<file path="config.mk">
export PLATFORM = sky130hd
export DESIGN_NAME = base32_encoder
export DESIGN_NICKNAME = d
export VERILOG_FILES = /design/src/rtl/core/b32enc_pkg.sv /design/src/rtl/core/b32enc_alpha.sv /design/src/rtl/core/b32enc_pack.sv /design/src/rtl/core/b32enc_seq.sv /design/src/rtl/core/base32_encoder.sv
export SDC_FILE = /design/constraint.sdc
export NUM_CORES = 1
export LEC_CHECK = 0
export ABC_AREA = 1
export BUFFER_PORTS_ARGS = -buffer_cell sky130_fd_sc_hd__buf_2
export CAP_MARGIN = 10
export CORE_MARGIN = 2
export CORE_UTILIZATION = 55
export DETAILED_ROUTE_END_ITERATION = 8
export PLACE_DENSITY_LB_ADDON = 0.3
export REMOVE_ABC_BUFFERS = 1
export SLEW_MARGIN = 10
export SYNTH_ARGS = -nofsm -noshare
export SYNTH_HDL_FRONTEND = slang
export SYNTH_SLANG_ARGS = --single-unit
</file>
<file path="constraint.sdc">
create_clock -name i_clk -period 6.62 [get_ports i_clk]
set_input_delay 1.324 -clock i_clk [delete_from_list [all_inputs] [get_ports i_clk]]
set_output_delay 1.324 -clock i_clk [all_outputs]
set_load 0.01 [all_outputs]
</file>
<file path="src/rtl/core/b32enc_pkg.sv">
package b32enc_pkg;

    // Symbol and alphabet geometry
    localparam int SYM_BITS      = 5;
    localparam int BYTE_BITS     = 8;
    localparam int SYMS_PER_QUAD = 8;
    localparam int NUM_ALPHA     = 32;
    localparam int ALPHA_REGS    = 4;
    localparam int CFG_IDX_BITS  = 3;
    localparam int CFG_DATA_BITS = 64;

    localparam logic [7:0] PAD_CHAR = 8'h3D;

    // Register indexes of the configuration port
    typedef enum logic [CFG_IDX_BITS-1:0] {
        CFG_ALPHA_0  = 3'd0,
        CFG_ALPHA_8  = 3'd1,
        CFG_ALPHA_16 = 3'd2,
        CFG_ALPHA_24 = 3'd3
    } t_cfg_idx;

    typedef struct packed {
        logic [7:0] data_byte;
        logic       final_byte;
    } t_in_item;

    typedef struct packed {
        logic [7:0] symbol_char;
        logic       end_of_message;
    } t_out_item;

    // Work plan for one byte: up to three alphabet symbols, then padding
    typedef struct packed {
        logic [SYM_BITS-1:0] idx0;
        logic [SYM_BITS-1:0] idx1;
        logic [SYM_BITS-1:0] idx2;
        logic [1:0]          nsym;
        logic [3:0]          ntot;
        logic                fin;
    } t_plan;

endpackage

</file>
<file path="src/rtl/core/b32enc_alpha.sv">
module b32enc_alpha (
    input  logic                                i_clk,
    input  logic                                i_rst_n,
    input  logic                                i_cfg_valid,
    input  logic [b32enc_pkg::CFG_IDX_BITS-1:0] i_cfg_index,
    input  logic [b32enc_pkg::CFG_DATA_BITS-1:0] i_cfg_data,
    input  logic [b32enc_pkg::SYM_BITS-1:0]     i_look_idx,
    output logic [7:0]                          o_look_char
);

    logic [b32enc_pkg::CFG_DATA_BITS-1:0] r_alpha [b32enc_pkg::ALPHA_REGS];

    // Capture alphabet words; drop writes beyond the last register
    always_ff @(posedge i_clk) begin
        if (!i_rst_n) begin
            for (int k = 0; k < b32enc_pkg::ALPHA_REGS; k++) begin
                r_alpha[k] <= '0;
            end
        end else if (i_cfg_valid) begin
            unique case (i_cfg_index)
                b32enc_pkg::CFG_ALPHA_0:  r_alpha[0] <= i_cfg_data;
                b32enc_pkg::CFG_ALPHA_8:  r_alpha[1] <= i_cfg_data;
                b32enc_pkg::CFG_ALPHA_16: r_alpha[2] <= i_cfg_data;
                b32enc_pkg::CFG_ALPHA_24: r_alpha[3] <= i_cfg_data;
                default: ;
            endcase
        end
    end

    // Select word by the upper index bits, byte by the lower ones
    assign o_look_char = r_alpha[i_look_idx[4:3]][{i_look_idx[2:0], 3'b000} +: 8];

endmodule

</file>
<file path="src/rtl/core/b32enc_pack.sv">
module b32enc_pack (
    input  logic                  i_clk,
    input  logic                  i_rst_n,
    input  logic                  i_load,
    input  b32enc_pkg::t_in_item  i_item,
    output b32enc_pkg::t_plan     o_plan
);

    logic [3:0]  r_left_bits;
    logic [2:0]  r_left_count;
    logic [2:0]  r_pos;
    logic [3:0]  n_left_bits;
    logic [2:0]  n_left_count;
    logic [2:0]  n_pos;

    logic [11:0] bit_buf;
    logic [3:0]  cnt_raw;
    logic [3:0]  cnt;
    logic        two;
    logic [3:0]  sh0;
    logic [3:0]  sh1;
    logic [3:0]  rem;
    logic [11:0] mask;
    logic [3:0]  left;
    logic [8:0]  flush_wide;
    logic        has_flush;
    logic [1:0]  nsym;
    logic [2:0]  pos_after;
    logic [2:0]  pads;
    logic [3:0]  tot;

    // Split the buffered bits into 5-bit groups, most significant first
    always_comb begin
        bit_buf    = {r_left_bits, i_item.data_byte};
        cnt_raw    = {1'b0, r_left_count} + 4'd8;
        cnt        = (cnt_raw > 4'd12) ? 4'd12 : cnt_raw;
        two        = (cnt >= 4'd10);
        sh0        = cnt - 4'd5;
        sh1        = cnt - 4'd10;
        rem        = two ? sh1 : sh0;
        mask       = (12'd1 << rem) - 12'd1;
        left       = 4'(bit_buf & mask);
        flush_wide = {5'd0, left} << (4'd5 - rem);
        has_flush  = i_item.final_byte && (rem != 4'd0);
        nsym       = (two ? 2'd2 : 2'd1) + {1'b0, has_flush};
        pos_after  = r_pos + {1'b0, nsym};
        pads       = i_item.final_byte ? (3'd0 - pos_after) : 3'd0;
        tot        = {2'b00, nsym} + {1'b0, pads};

        // With a single data group the flush symbol takes the second slot
        o_plan.idx0 = 5'(bit_buf >> sh0);
        o_plan.idx1 = two ? 5'(bit_buf >> sh1) : flush_wide[4:0];
        o_plan.idx2 = flush_wide[4:0];
        o_plan.nsym = nsym;
        o_plan.ntot = (tot > 4'(b32enc_pkg::SYMS_PER_QUAD)) ?
                      4'(b32enc_pkg::SYMS_PER_QUAD) : tot;
        o_plan.fin  = i_item.final_byte;
    end

    // Advance stream state on each transfer; clear it after the final byte
    always_comb begin
        n_left_bits  = r_left_bits;
        n_left_count = r_left_count;
        n_pos        = r_pos;
        if (i_load) begin
            if (i_item.final_byte) begin
                n_left_bits  = '0;
                n_left_count = '0;
                n_pos        = '0;
            end else begin
                n_left_bits  = left;
                n_left_count = rem[2:0];
                n_pos        = pos_after;
            end
        end
    end

    always_ff @(posedge i_clk) begin
        if (!i_rst_n) begin
            r_left_bits  <= '0;
            r_left_count <= '0;
            r_pos        <= '0;
        end else begin
            r_left_bits  <= n_left_bits;
            r_left_count <= n_left_count;
            r_pos        <= n_pos;
        end
    end

endmodule

</file>
<file path="src/rtl/core/b32enc_seq.sv">
module b32enc_seq (
    input  logic                            i_clk,
    input  logic                            i_rst_n,
    input  logic                            i_in_valid,
    output logic                            o_in_stall,
    output logic                            o_load,
    input  b32enc_pkg::t_plan               i_plan,
    output logic [b32enc_pkg::SYM_BITS-1:0] o_look_idx,
    input  logic [7:0]                      i_look_char,
    output logic                            o_out_valid,
    output b32enc_pkg::t_out_item           o_out_data,
    input  logic                            i_out_stall
);

    logic                  r_busy;
    logic                  n_busy;
    b32enc_pkg::t_plan     r_plan;
    b32enc_pkg::t_plan     n_plan;
    logic [2:0]            r_step;
    logic [2:0]            n_step;
    logic                  r_out_valid;
    logic                  n_out_valid;
    b32enc_pkg::t_out_item r_out_data;
    b32enc_pkg::t_out_item n_out_data;

    logic out_free;
    logic emit;
    logic last;
    logic is_pad;

    // Handshake: take a new byte once the held one sends its last symbol
    always_comb begin
        out_free   = !r_out_valid || !i_out_stall;
        emit       = r_busy && out_free;
        last       = ({1'b0, r_step} == (r_plan.ntot - 4'd1));
        is_pad     = (r_step >= {1'b0, r_plan.nsym});
        o_in_stall = r_busy && !(emit && last);
        o_load     = i_in_valid && !o_in_stall;
    end

    // Pick the alphabet index for the current step
    always_comb begin
        case (r_step[1:0])
            2'd0:    o_look_idx = r_plan.idx0;
            2'd1:    o_look_idx = r_plan.idx1;
            default: o_look_idx = r_plan.idx2;
        endcase
    end

    // Hold the plan, advance the step, fill the result register
    always_comb begin
        n_busy      = r_busy;
        n_plan      = r_plan;
        n_step      = r_step;
        n_out_valid = r_out_valid;
        n_out_data  = r_out_data;
        if (emit) begin
            n_step                    = r_step + 3'd1;
            n_out_valid               = 1'b1;
            n_out_data.symbol_char    = is_pad ? b32enc_pkg::PAD_CHAR : i_look_char;
            n_out_data.end_of_message = r_plan.fin && last;
            if (last) begin
                n_busy = 1'b0;
            end
        end else if (!i_out_stall) begin
            n_out_valid = 1'b0;
        end
        if (o_load) begin
            n_busy = 1'b1;
            n_plan = i_plan;
            n_step = '0;
        end
    end

    always_ff @(posedge i_clk) begin
        if (!i_rst_n) begin
            r_busy      <= 1'b0;
            r_step      <= '0;
            r_out_valid <= 1'b0;
        end else begin
            r_busy      <= n_busy;
            r_step      <= n_step;
            r_out_valid <= n_out_valid;
        end
    end

    always_ff @(posedge i_clk) begin
        r_plan     <= n_plan;
        r_out_data <= n_out_data;
    end

    assign o_out_valid = r_out_valid;
    assign o_out_data  = r_out_data;

endmodule

</file>
<file path="src/rtl/core/base32_encoder.sv">
// Channel   Direction  Handshake                    Payload
// in        sink       i_in_valid / o_in_stall      i_in_data  (t_in_item)
// out       source     o_out_valid / i_out_stall    o_out_data (t_out_item)
// cfg       sink       i_cfg_valid / o_cfg_ready    i_cfg_index, i_cfg_data
//
// One symbol leaves per cycle from a registered output while the output is not
// stalled. A byte makes one or two symbols, and up to eight for the final byte
// with its flush symbol and padding. The next byte is taken in the cycle
// its predecessor sends its last symbol. Reset is synchronous and clears the
// alphabet to zero and the stream state. A stall on the output holds the
// result register and, through it, the input.
module base32_encoder (
    input  logic                                 i_clk,
    input  logic                                 i_rst_n,
    input  logic                                 i_in_valid,
    output logic                                 o_in_stall,
    input  b32enc_pkg::t_in_item                 i_in_data,
    output logic                                 o_out_valid,
    input  logic                                 i_out_stall,
    output b32enc_pkg::t_out_item                o_out_data,
    input  logic                                 i_cfg_valid,
    output logic                                 o_cfg_ready,
    input  logic [b32enc_pkg::CFG_IDX_BITS-1:0]  i_cfg_index,
    input  logic [b32enc_pkg::CFG_DATA_BITS-1:0] i_cfg_data
);

    logic                            load;
    b32enc_pkg::t_plan               plan;
    logic [b32enc_pkg::SYM_BITS-1:0] look_idx;
    logic [7:0]                      look_char;

    // Configuration is always taken
    assign o_cfg_ready = 1'b1;

    b32enc_alpha u_alpha (
        .i_clk       (i_clk),
        .i_rst_n     (i_rst_n),
        .i_cfg_valid (i_cfg_valid),
        .i_cfg_index (i_cfg_index),
        .i_cfg_data  (i_cfg_data),
        .i_look_idx  (look_idx),
        .o_look_char (look_char)
    );

    b32enc_pack u_pack (
        .i_clk   (i_clk),
        .i_rst_n (i_rst_n),
        .i_load  (load),
        .i_item  (i_in_data),
        .o_plan  (plan)
    );

    b32enc_seq u_seq (
        .i_clk       (i_clk),
        .i_rst_n     (i_rst_n),
        .i_in_valid  (i_in_valid),
        .o_in_stall  (o_in_stall),
        .o_load      (load),
        .i_plan      (plan),
        .o_look_idx  (look_idx),
        .i_look_char (look_char),
        .o_out_valid (o_out_valid),
        .o_out_data  (o_out_data),
        .i_out_stall (i_out_stall)
    );

    // A transferred byte shows a valid result once the plan register and then the result register have taken it
    assert property (@(posedge i_clk) disable iff (!i_rst_n)
        load |-> ##2 o_out_valid)
        else $error("accepted byte produced no result");

    // Every byte yields at least one symbol and padding never undercuts data
    assert property (@(posedge i_clk) disable iff (!i_rst_n)
        load |-> (plan.nsym != 2'd0) && (plan.ntot >= {2'b00, plan.nsym}))
        else $error("inconsistent symbol plan");

    // No flush or padding in the middle of a message
    assert property (@(posedge i_clk) disable iff (!i_rst_n)
        (load && !i_in_data.final_byte) |-> (plan.ntot == {2'b00, plan.nsym}))
        else $error("padding planned for a non-final byte");

endmodule

</file>
[After elaboration in Yosys (flattened, before gate mapping)]
Memory sizes are Yosys's and may differ from the RTL's.
Cells that the tools add are included.
Storage, ports and cells
  word-level logic and storage cells: 100
  memories: 1
  flip-flop bits (word level): 46
  output and inout port bits: 12
  memory bits (writable): 256
Memories
  u_alpha.r_alpha: words 4, width 64, rd ports 1, clocked after memory_dff 0, wr ports 4, RTL line b32enc_alpha.sv:11  | logic [b32enc_pkg::CFG_DATA_BITS-1:0] r_alpha [b32enc_pkg::ALPHA_REGS];
Operators by class
  add/subtract/negate cells: 11
  shift-type cells: 5
  eq/ne operators: 6
  bitwise operators: 6
  $lt $le $gt $ge: 4
  mux-type cells: 35
  reduce and logical (&&, ||, !) cells: 18
Operators with widths (number)
  64-bit two-way mux: 4
  64-bit by 7-bit indexed part select with 8-bit output: 1
  12-bit by 4-bit right shift with 5-bit output: 2
  1-bit two-way mux: 22
  4-bit two-way mux: 3
  5-bit case mux with 2 select lines: 1
  3-bit two-way mux: 3
  4-bit > comparator (second input constant): 2
  4-bit by 1-bit subtractor with 4-bit output (second input constant): 2
  3-bit by 2-bit equality test with 1-bit output (second input constant): 2
  1-bit logical AND: 6
  5-bit two-way mux: 1
  4-bit by 4-bit << shifter with 5-bit output: 1
  2-bit by 3-bit adder with 4-bit output: 1
  3-bit by 4-bit adder with 4-bit output (second input constant): 1
  4-bit AND: 1
  3-bit by 4-bit equality test with 1-bit output: 1
  4-bit greater-or-equal comparator (second input constant): 1
  1-bit zero test: 4
  1-bit bitwise OR: 4
  2-bit nonzero test: 2
  4-bit nonzero test: 1
  1-bit by 4-bit << shifter with 4-bit output (first input constant): 1
  3-bit by 4-bit subtractor with 4-bit output (first input constant): 1
  other kinds (17): 17

[Longest topological paths before layout]
  depth in word-level cells: 13
  depth in mapped cells: 22
  mapped depth without buffers: 20

[Cells and area by module]
Synthesis repeated with hierarchy kept, for this count alone.
Unflattened totals
  cells, all modules: 1621
  area total of the unflattened synthesis: 14955.6 um^2
By module, submodules not included
  b32enc_alpha: cells each 1226, area an instance 11850.1 um^2, sequential area each 7687.4 um^2, instances 1
  b32enc_pack: cells each 267, area an instance 1580.3 um^2, sequential area each 200.2 um^2, instances 1
  b32enc_seq: cells each 126, area an instance 1514.0 um^2, sequential area each 1031.0 um^2, instances 1
  base32_encoder: cells each 2, area an instance 11.3 um^2, sequential area each 0.0 um^2, instances 1

[Worst setup path before layout]
Ideal clock, no wire load.
  kind: input -> register
  from: input port i_cfg_index[1] (netlist name)
  to: memory u_alpha.r_alpha[0][0] (netlist name) (enable)
  setup slack: 0.008 ns
  cell stages on the path: 2
  arrival: 6.038 ns
  data required time: 6.046 ns
  cells stage by stage: nand3b_1 -> o21ai_0
RTL lines
  from (decl): RTL line base32_encoder.sv:23  | input logic [b32enc_pkg::CFG_IDX_BITS-1:0] i_cfg_index,
  to (decl): RTL line b32enc_alpha.sv:11

==> results by group <==
Finish
  – Finished Layout Cells: 2094
  – Most common cell after layout, fill and taps aside: nor2_1
  – Final Core Density: 62.21%
  – N_diodes: 0
  – Commonest cells after routing, fill and taps aside: nor2_1, edfxtp_1, inv_1
  – Area Overhead vs Synth: 11.31%
  – Design Area, Final: 16770 µm²
  – Share of layout cells above drive strength 1: 10.15%
  – Nets: 1822

Timing
  – Hold Fails Final Rpt: 0
  – Worst-Margin Slew: 1.148 ns
  – Setup violations, final: 0
  – Setup_tns: 0 ns
  – Final Cycle Share: 70.78%
  – Max Clock Freq: 213.4 MHz
  – Post-route clock skew: 0.02185 ns
  – Rel. slew slack: between 20% and 30%
  – Final min period: 4.686 ns
  – Max-slew violations: 0
  – RSZ-0062 raised after global routing: no

Global route
  – Vias in the first global route: 11139
  – Pin count of the biggest net entering global routing: 86
  – Total GRT Usage: 25.97%
  – Initial antenna violation count: 0
  – Global-route wire length before repair: 58180 µm
  – Grt ovf: 0

Run
  – Max_cap viols: 0

Pwr
  – Maximum vdd drop: 0.0002128 V
  – PD cells: 299.9 nW/µm²
  – Leak: 7.583 nW
  – Pint: ~0.0036 W
  – Sequential power share: 45.6%
  – Switching Fraction: ~29%
  – Clock share of power: 34.5%
  – Net Switching: 0.001464 W
  – Logic gate share of total power: 19.8%

Drt
  – # DRC: 0
  – Vias: 11654
  – Drt first pass iters: 6
  – DRT iter0 DRCs: 1279
  – ANT nets after route: 0
  – Drt total wl: 37330 µm
  – Routed vias/inst: around 5.6
  – WL per Instance: 17.82 µm

Clocking
  – # H-tree levels: 1
  – Number of clock sinks: slightly above 300
  – CTS tree: built
  – CTS Buf Count: 31
  – Clock root cell: clkbuf_16
  – Clk_lat worst skew: ~0.57 ns
  – Post-CTS setup buffers: 0
  – CTS resizes: 0
  – Hold_buf cts: 0
  – Clk buf depth: 3
  – Clock slew at reported path FFs: ~0.060 ns

Place
  – Routability Congestion: 0.9234
  – Placed Instances: 2036
  – Post-DP Area: 15750 µm²
  – Buffers on Ports: 91
  – Hpwl dp: roughly 20000 µm

Setup path
  – Req. time, crit path: between 6 and 7 ns
  – Critical Path Fanout Max: 22
  – Kind of critical path: flop to flop
  – Startpoint Class: flop
  – CP endpoint kind: flop
  – Worst EP arrival: 4.99 ns

Floorplan
  – Rows: 60
  – Initial Utilization: 55.89%
  – Core area: 26950 µm²
  – DIE AREA: 28730 µm²
  – Ports: 93
  – Die Wd: 169.5 µm
  – Die span in y: between 150 and 200 µm

Synthesis
  – Sequential-to-total area share from yosys stat: 59.21%
  – Count of yosys warnings during synthesis: 0
  – Cells after synthesis: 1676
  – Mean Syn Cell Area: approximately 9.0 µm²
  – Mapped Area: 15060 µm²
  – Post-synthesis cell type count: 35
  – FF+latch count, synth: 302

Status
  – Outcome: finished, final reports clean

Min path
  – Worst Hold Class: flop to flop
## area by class of cell
cell class	count	area, µm²
fill	2225	10180
sequential	302	8919
timing repair buffer	109	590.6
clock buffer	39	845.8
clock inverter	19	167.7
inverter	282	1059
tap	341	426.7
multi-input combinational	1002	4758
## synth_stat cells, drive strengths merged
master,count,area share [%]
ha,11,0.91
conb,1,0.025
a21o,1,0.050
o21ai,43,1.4
buf,44,1.5
o21a,1,0.050
edfxtp,287,57
clkbuf,46,1.1
dfxtp,15,2.0
o211ai,8,0.40
a22oi,3,0.15
o31ai,1,0.083
nor2,290,7.3
nand3,253,8.4
nor3,1,0.033
a211oi,1,0.050
and3,1,0.042
nand4,9,0.37
inv,282,7.0
nand3b,66,3.3
fa,2,0.27
xor2,3,0.17
a31oi,1,0.042
o22ai,2,0.083
a21oi,19,0.71
nand2,281,7.0
xnor2,2,0.12
a22o,2,0.12
## worst max-delay path: stages (launching register included)
cell	delay [ns]
dfxtp_1	0.47
inv_2	0.10
nand2_1	0.48
ha_1	0.45
o21ai_1	0.37
inv_1	0.18
nand3_1	0.15
nand2_1	0.06
ha_1	0.29
inv_1	0.06
ha_1	0.18
fa_1	0.50
inv_1	0.05
ha_1	0.28
nand2_1	0.07
inv_1	0.07
fa_1	0.50
inv_1	0.05
nand3_1	0.07
a21oi_1	0.07
## power by group through the flow
stage	clock network, W	logic [W]	registers (W)
6_report	0.00174	0.000998	0.00229
5_1_grt	0.00182	0.00111	0.00230
4_1_cts	0.00175	0.000989	0.00229
3_5_place_dp	0	0.000985	0.00233
3_3_place_gp	0	0.000961	0.00233
2_1_floorplan	0	0.000660	0.00233
## sequential cells by signal, indices dropped and copies added (netlist names)
name,flops
u_alpha.r_alpha,256
u_seq.r_plan,22
u_seq.o_out_data,9
u_pack.r_left_bits,4
u_pack.r_left_count,3
u_pack.r_pos,3
u_seq.r_step,3
u_seq.o_out_valid,1
u_seq.r_busy,1
## cell families after synthesis
logic type,Yosys count,synth area share (%)
and+or+nand+nor,901,26.46
buffers and inverters,372,9.685
DFF,302,59.21
AOI/OAI and AO/OA,82,3.157
adders and majority gates,13,1.179
xor gates and xnor gates,5,0.2908
other,1,0.02490
## final timing paths
path              cells past startpoint         endpoint                    from  slack, ns
setup / recovery                     19  u_seq.r_plan[2]  u_pack.r_left_count[2]       1.93
hold / removal                        2  u_pack.r_pos[0]         u_pack.r_pos[0]       0.49
setup reg to reg                     19  u_seq.r_plan[2]  u_pack.r_left_count[2]       1.93
hold reg to reg                       2  u_pack.r_pos[0]         u_pack.r_pos[0]       0.49
## per-layer routing
metal	global-route usage, %	vias up	part of all wire (%)
met1	33.63	5464	40
met4	9.402	0	3.1
met2	44.45	555	48
met3	4.174	86	8.7
li1	-	5549	-
met5	0	-	0
## metrics by stage
stage / hold slack [ns] / total power, W / worst slack [ns]
floorplan: 0.4502 / 0.002994 / 0.007508
global placement: 0.4788 / 0.003287 / 2.116
detailed placement: 0.4748 / 0.003317 / 2.013
CTS: 0.4889 / 0.005034 / 2.012
global route: 0.5203 / 0.005239 / 1.510
finish: 0.4922 / 0.005028 / 1.934
Power figures use the tool's default switching activity.
